$ cat src/hdl/assert_macros.svh
// assertion helpers, sampled on clk and disabled during rst
`ifndef ASSERT_MACROS_SVH
`define ASSERT_MACROS_SVH

// consequent must hold on the cycle after the antecedent
`define LSI_ASSERT_NEXT(name, ante, cons, msg) \
  name: assert property (@(posedge clk) disable iff (rst) (ante) |=> (cons)) \
    else $error(msg);

// consequent must hold on the same cycle as the antecedent
`define LSI_ASSERT_NOW(name, ante, cons, msg) \
  name: assert property (@(posedge clk) disable iff (rst) (ante) |-> (cons)) \
    else $error(msg);

`endif

$ cat src/hdl/lsi_pkg.sv
package lsi_pkg;

  localparam int LINE_W   = 8;
  localparam int MODE_W   = 2;
  localparam int FUNC_W   = 2;
  localparam int EN_W     = 4;
  localparam int STAT_W   = 7;
  localparam int CFG_IDX_W  = 1;
  localparam int CFG_DATA_W = 8;

  localparam logic [FUNC_W-1:0] FUNC_LINE = 2'd0;
  localparam logic [FUNC_W-1:0] FUNC_MODE = 2'd1;
  localparam logic [FUNC_W-1:0] FUNC_LCD  = 2'd2;

  localparam logic [MODE_W-1:0] MODE_HBLANK = 2'd0;
  localparam logic [MODE_W-1:0] MODE_VBLANK = 2'd1;
  localparam logic [MODE_W-1:0] MODE_OAM    = 2'd2;

  localparam logic [CFG_IDX_W-1:0] CFG_LYC    = 1'd0;
  localparam logic [CFG_IDX_W-1:0] CFG_INT_EN = 1'd1;

  typedef struct packed {
    logic [FUNC_W-1:0] func;
    logic [LINE_W-1:0] line_value;
    logic [MODE_W-1:0] new_mode;
    logic              lcd_on;
  } in_t;

  typedef struct packed {
    logic [STAT_W-1:0] stat_value;
    logic              irq_request;
    logic [LINE_W-1:0] current_line;
    logic              frame_ready;
  } out_t;

endpackage

$ cat src/hdl/lcd_stat_interrupt_line_top.sv
// lcd status and interrupt line
//
// item channel: item_valid / item_stall / item carry one event (line update,
// mode change or lcd enable change). result channel: result_valid /
// result_stall / result carry one result per event: status value, irq
// request, current line and frame ready flag.
// configuration: cfg_we writes cfg_data into register cfg_index
// (0 lyc compare, 1 interrupt enables); write only while the block is idle.
//
// the input register loads at item acceptance and the result register when
// the item fires, which a receiver stall can hold off. throughput: one
// transaction per cycle while the receiver does not stall; the status logic
// between the two registers is a single short compare/or stage.
// when the receiver stalls, the result register holds its transaction and
// the input register can still take one more item, after which item_stall
// rises until the result is taken.
// reset clears all status state to zero (hblank, line 0, lcd off) and both
// configuration registers; no transaction is in flight after reset.
module lcd_stat_interrupt_line_top
  import lsi_pkg::*;
(
  input  logic                  clk,
  input  logic                  rst,
  input  logic                  item_valid,
  output logic                  item_stall,
  input  in_t                   item,
  output logic                  result_valid,
  input  logic                  result_stall,
  output out_t                  result,
  input  logic                  cfg_we,
  input  logic [CFG_IDX_W-1:0]  cfg_index,
  input  logic [CFG_DATA_W-1:0] cfg_data
);

  logic [LINE_W-1:0] lyc_compare;
  logic [EN_W-1:0]   int_enables;

  logic s1_valid;
  in_t  s1_item;
  logic fire;
  out_t core_result;

  assign fire       = s1_valid && (!result_valid || !result_stall);
  assign item_stall = s1_valid && !fire;

  always_ff @(posedge clk) begin
    if (rst) begin
      lyc_compare <= '0;
      int_enables <= '0;
    end else if (cfg_we) begin
      case (cfg_index)
        CFG_LYC:    lyc_compare <= cfg_data[LINE_W-1:0];
        CFG_INT_EN: int_enables <= cfg_data[EN_W-1:0];
        default: begin
        end
      endcase
    end
  end

  always_ff @(posedge clk) begin
    if (rst) begin
      s1_valid <= 1'b0;
    end else if (!item_stall) begin
      s1_valid <= item_valid;
    end
  end

  always_ff @(posedge clk) begin
    if (item_valid && !item_stall) begin
      s1_item <= item;
    end
  end

  lsi_core u_core (
    .clk         (clk),
    .rst         (rst),
    .fire        (fire),
    .item        (s1_item),
    .lyc_compare (lyc_compare),
    .int_enables (int_enables),
    .result      (core_result)
  );

  always_ff @(posedge clk) begin
    if (rst) begin
      result_valid <= 1'b0;
    end else if (!result_valid || !result_stall) begin
      result_valid <= fire;
    end
  end

  always_ff @(posedge clk) begin
    if (fire) begin
      result <= core_result;
    end
  end

`include "assert_macros.svh"

  `LSI_ASSERT_NOW(a_stall_full, item_stall, s1_valid && result_valid && result_stall, "stall without backlog")
  `LSI_ASSERT_NEXT(a_fire_out, fire, result_valid, "processed item lost")

endmodule

$ cat src/hdl/lsi_core.sv
module lsi_core
  import lsi_pkg::*;
(
  input  logic              clk,
  input  logic              rst,
  input  logic              fire,
  input  in_t               item,
  input  logic [LINE_W-1:0] lyc_compare,
  input  logic [EN_W-1:0]   int_enables,
  output out_t              result
);

  logic [MODE_W-1:0] ppu_mode;
  logic [LINE_W-1:0] line_count;
  logic              lyc_match_flag;
  logic              stat_line;
  logic              lcd_enabled;
  logic              frame_done;

  logic [MODE_W-1:0] ppu_mode_next;
  logic [LINE_W-1:0] line_count_next;
  logic              lyc_match_flag_next;
  logic              stat_line_next;
  logic              lcd_enabled_next;
  logic              frame_done_next;
  logic              do_eval;
  logic              cond;
  logic              irq;

  always_comb begin
    ppu_mode_next       = ppu_mode;
    line_count_next     = line_count;
    lyc_match_flag_next = lyc_match_flag;
    lcd_enabled_next    = lcd_enabled;
    frame_done_next     = frame_done;
    do_eval             = 1'b0;
    case (item.func)
      FUNC_LINE: begin
        line_count_next     = item.line_value;
        lyc_match_flag_next = (item.line_value == lyc_compare);
        do_eval             = 1'b1;
      end
      FUNC_MODE: begin
        if (item.new_mode != ppu_mode) begin
          ppu_mode_next = item.new_mode;
          do_eval       = 1'b1;
        end
      end
      FUNC_LCD: begin
        if (item.lcd_on != lcd_enabled) begin
          // turning on enters oam scan; both evaluations collapse to one
          lcd_enabled_next    = item.lcd_on;
          line_count_next     = '0;
          frame_done_next     = ~item.lcd_on;
          ppu_mode_next       = item.lcd_on ? MODE_OAM : MODE_HBLANK;
          lyc_match_flag_next = (lyc_compare == '0);
          do_eval             = 1'b1;
        end
      end
      default: begin
      end
    endcase
  end

  always_comb begin
    cond = (int_enables[0] && ppu_mode_next == MODE_HBLANK) ||
           (int_enables[1] && ppu_mode_next == MODE_VBLANK) ||
           (int_enables[2] && ppu_mode_next == MODE_OAM) ||
           (int_enables[3] && line_count_next == lyc_compare);
    irq            = do_eval && !stat_line && cond && lcd_enabled_next;
    stat_line_next = do_eval ? cond : stat_line;
  end

  assign result.stat_value   = {int_enables, lyc_match_flag_next, ppu_mode_next};
  assign result.irq_request  = irq;
  assign result.current_line = line_count_next;
  assign result.frame_ready  = frame_done_next;

  always_ff @(posedge clk) begin
    if (rst) begin
      ppu_mode       <= MODE_HBLANK;
      line_count     <= '0;
      lyc_match_flag <= 1'b0;
      stat_line      <= 1'b0;
      lcd_enabled    <= 1'b0;
      frame_done     <= 1'b0;
    end else if (fire) begin
      ppu_mode       <= ppu_mode_next;
      line_count     <= line_count_next;
      lyc_match_flag <= lyc_match_flag_next;
      stat_line      <= stat_line_next;
      lcd_enabled    <= lcd_enabled_next;
      frame_done     <= frame_done_next;
    end
  end

`include "assert_macros.svh"

  `LSI_ASSERT_NEXT(a_irq_lcd_on, fire && irq, lcd_enabled && stat_line, "irq without lcd on")
  `LSI_ASSERT_NEXT(a_lcd_off, fire && item.func == FUNC_LCD && !item.lcd_on && lcd_enabled,
    frame_done && line_count == '0 && ppu_mode == MODE_HBLANK, "lcd off state wrong")
  `LSI_ASSERT_NEXT(a_hold, !fire, $stable(line_count) && $stable(ppu_mode) && $stable(stat_line), "state moved without item")

endmodule

$ cat config.mk
export PLATFORM = sky130hd
export DESIGN_NAME = lcd_stat_interrupt_line_top
export DESIGN_NICKNAME = d
export VERILOG_FILES = /design/src/hdl/lsi_pkg.sv /design/src/hdl/lcd_stat_interrupt_line_top.sv /design/src/hdl/lsi_core.sv
export VERILOG_INCLUDE_DIRS = /design/src /design/src/hdl
export SDC_FILE = /design/constraint.sdc
export NUM_CORES = 1
export LEC_CHECK = 0
export BUFFER_PORTS_ARGS = -buffer_cell sky130_fd_sc_hd__buf_2
export CORE_AREA = 4 4 76 85
export CTS_CLUSTER_SIZE = 12
export DETAILED_ROUTE_END_ITERATION = 12
export DIE_AREA = 0 0 80 89
export PLACE_DENSITY = 0.78
export RECOVER_POWER = 100
export SLEW_MARGIN = 20
export SYNTH_ARGS = -nofsm -noshare
export SYNTH_HDL_FRONTEND = slang
export SYNTH_SLANG_ARGS = --single-unit
export TNS_END_PERCENT = 20
$ cat constraint.sdc
create_clock -name clk -period 1.87 [get_ports clk]
set_input_delay 0.374 -clock clk [delete_from_list [all_inputs] [get_ports clk]]
set_output_delay 0.374 -clock clk [all_outputs]
set_load 0.01 [all_outputs]
==> results.md <==
* Syn_nets at 295
* Required arrival time at the worst endpoint at ~2.1 ns
* Syn Inst Count at 264
* Top_reg_cell synth: edfxtp_1
* Number of global-route vias before repair at 1936
* Data arrival time of the critical path at 2.27 ns
* H-Tree Depth at 3
* Compound-cell area share of the yosys netlist at between 10% and 20%
* Pin slew with the least headroom to its limit at 0.639 ns
* Uppermost layer routed: met4
* Max Transition Viols Final at 0
* Normalized max-slew margin at 57.4%
* Sequential Area at ~1500 um^2
* Part of the cycle the worst path needs at 108%
* Multiplexer share of the synthesized area at 2.26%
* Final antenna-violating net count at 0
* Latest clock arrival within the worst-skew pair at around 0.34 ns
* Cells along the critical path: inv_2, ha_4, buf_6, a21o_1, a311oi_2, o22ai_1, a311oi_2, nand4_1, a221oi_2
* Fraction of the mapped netlist area in adder cells at 1.85%
* Violations in the final reports: setup timing
* Nature of the critical path endpoint: flip-flop
* Effective utilization at floorplan at 47.9%
* Number of CTS-inserted buffers at 9
* Count of cell types in the netlist at 46
* Maximum number of pins on one net before global-route repair at 33
* Post-Syn Area at 2710 um^2
* Min-delay worst type: in2reg
* Placement Cell Area at 3180 um^2
* Crit path kind: reg2reg
* Cell seen most often among critical-path stages: a311oi_2
* First DRT Iteration DRCs at 163
* Final Non-Filler Cells at 409
* Synthesized-area fraction occupied by xor and xnor cells at 5.21%
* Site Rows at 29
* Main combinational cell family by area after synthesis: compound AO/OA/AOI/OAI gates
* Chip Height at around 89 um
* Final critical delay including setup and external delays at between 2 and 2.5 ns
* Part of the Yosys area used for sequential elements at 53.9%
* Number of diodes at 0
* Met2 WL at between 2 and 3 mm
* Synth-to-layout area growth at 24.7%
* Placer Congestion at 0.845
* Startpoint of the lowest-slack hold path: item[5]
* Vias per cell at between 5 and 6
* Post-detailed-route DRC marker count at 0
* Number of register bits inferred by synthesis at just under 60
* Maximum clock frequency at 0.496 GHz
* Critical path fanouts, max at 9
* Worst IR drop on VDD at 0.000603 V
* Placed Cells incl. Taps at 395
* # port buffers at 45
* Total I/O pin count at 46
* Initial antenna violation count at 0
* Die outline width at 80 um
* Number of flops mapped to enable cells by yosys at 30
* Startpoint Class: flip-flop
* Total chip power at 0.00288 W
* Total gr overflow at 0
* Final hold viol count at 0
* Quantity of hold-fixing buffers added after cts at 0
* Count of clock tree sinks at 58
* Worst hold path cell count at 1
* Post-synthesis average cell area at around 10 um^2
* Wire length the detailed router placed on met1 at 2.54 mm
* Total length of routed met3 wires at 389 um
* Count of nets after finishing at 360
* Post-CTS Setup Inserts at 0
* Buffer cell driving the clock tree root: clkbuf_8
* Worst path setup slack after routing at -0.147 ns
* Global-route wire length before repair at slightly below 9 mm
* GRT Util Overall at 16.4%
* Smallest hold slack at 0.208 ns
* Internal reg-to-reg setup slack at -0.15 ns
* Share of cells above drive strength 1 at between 20% and 30%
* Crit-path slowest cell: edfxtp_1
* Reg2reg end: u_core.stat_line
* Post-DR wirelength/cell at roughly 14 um
* Number of detailed-routing iterations run before antenna repair at 4
* Placement Setup Slack at -0.215 ns
* Hold Path Sink: s1_item[5]
* TritonCTS clock tree: done
* Die Footprint at ~7100 um^2
* Area inside the core boundary at 5660 um^2
* Reg2reg path depth at 9
* Number of warnings printed during yosys synthesis at 0
* Max_cap viols at 0
* Fill cell count at 510
* Design Area, Final at 3380 um^2
* Static power due to leakage at 1.28 nW
* Cell family contributing the most delay on the critical path: compound AO/OA/AOI/OAI gates
* Max Clock Skew at around 0.0087 ns
* Final setup vio count at 7
* DRT Wirelength at 5.70 mm
* Post-DP HPWL at 4.16 mm
* Post-Synth Simple-Gate Area at 14.7%
* Buffers & Inverters on Critical Path at 2
* Proportion of synthesized flip-flops having asynchronous set or reset at 0%
* Pwr per Cell Area at 851 nW/um^2
* Deepest clock path buffer count at 2
* Overall via count from detail_route at 2142
* Unrepaired setup endpoints after global routing: true
* Stage delay of the slowest cell on the critical path at 0.42 ns
* Worst reg2reg startpoint: s1_item[12]
* Clock-pin slew of the registers on the worst-case setup and hold paths at 0.06 ns
* Status: complete, but fails checks
* Area occupied by multi-input gates at 1180 um^2
[per-layer routing]
metal / global-route usage (%) / vias to the layer above
li1: - / 1069
met1: 20.9 / 987
met2: 26.0 / 77
met3: 4.33 / 9
met4: 7.83 / 0
met5: 0 / -
[cell usage in the layout (no fill, tap or decap), drive strengths merged, types with 3 or more instances in the layout]
cell and n:
buf 48, nand2 35, clkbuf 33, edfxtp 30, dfxtp 28, a21oi 25
nand3 17, inv 17, nor2 12, xor2 10, a22o 6, mux2i 5
nand2b 5, a211oi 4, xnor2 4, o221ai 4, ha 4, nor4 3
nand4 3, o22ai 3, nor3b 3, a311oi 3, o21ai 3, clkinv 3
[logic make-up (layout without fill, tap and decap cells)]
group,count (synthesis),in the layout
xor gates and xnor gates,14,14
AOI/OAI and AO/OA,63,63
muxes,6,6
adders and majority gates,4,4
DFF,58,58
buffers and inverters,34,102
and+or+nand+nor,85,85
[synth_stat cells (5+ instances only)]
cell      number  area [um^2]
a22o_2         6         60.1
clkbuf_1      10         37.5
nand2b_1       5         31.3
edfxtp_1      30          901
xor2_1         9         78.8
nor2_1        12         45.0
a21oi_1       25          125
inv_1         17         63.8
dfxtp_1       28          561
mux2i_1        5         50.1
nand3_1       17         85.1
nand2_1       35          131
[worst max-delay path by stage]
stage | slack, ns | end | depth (start not counted) | start
6_report | -0.15 | u_core.stat_line | 9 | s1_item[12]
3_5_place_dp | -0.21 | u_core.stat_line | 8 | s1_item[12]
5_1_grt | -0.24 | u_core.stat_line | 9 | s1_item[12]
4_1_cts | -0.16 | u_core.stat_line | 9 | s1_item[12]
2_1_floorplan | -0.11 | u_core.stat_line | 10 | s1_item[11]
3_3_place_gp | -0.11 | result[9] | 8 | s1_item[12]
[registers in the layout, summed over array words and instances, names as in the netlist]
name	cells
result_valid	1
u_core.line_count	8
int_enables	4
s1_valid	1
lyc_compare	8
u_core.frame_done	1
u_core.stat_line	1
result	17
u_core.lcd_enabled	1
s1_item	13
u_core.ppu_mode	2
u_core.lyc_match_flag	1
[metrics by stage]
stage	setup TNS, ns	utilization (%)
5_1_grt	-2.28	59.7
3_3_place_gp	-0.211	56.1
3_5_place_dp	-0.400	56.1
4_1_cts	-0.279	60.5
2_1_floorplan	-0.211	-
6_report	-0.395	59.7
[what timing repair did]
action | 4_1_cts | 5_1_grt
resized for setup | 15 | 3
pin swaps | 7 | 4
setup endpoints to repair | 2 | 3
[where the power goes]
part           switching, W  internal, W  leakage (nW)
combinational      0.000184     0.000164         0.667
sequential        0.0000529      0.00140         0.522
clock              0.000449     0.000626        0.0954
[area by class of cell]
type	count	share of cell area, %
well taps	77	2.85
flip-flops and latches	58	43.2
inverters	17	1.89
multi-input cells	172	35.0
repair buffers	71	11.7
clock buffers	10	4.07
clock inverters	4	1.29
(Power assumes the default switching activity.)
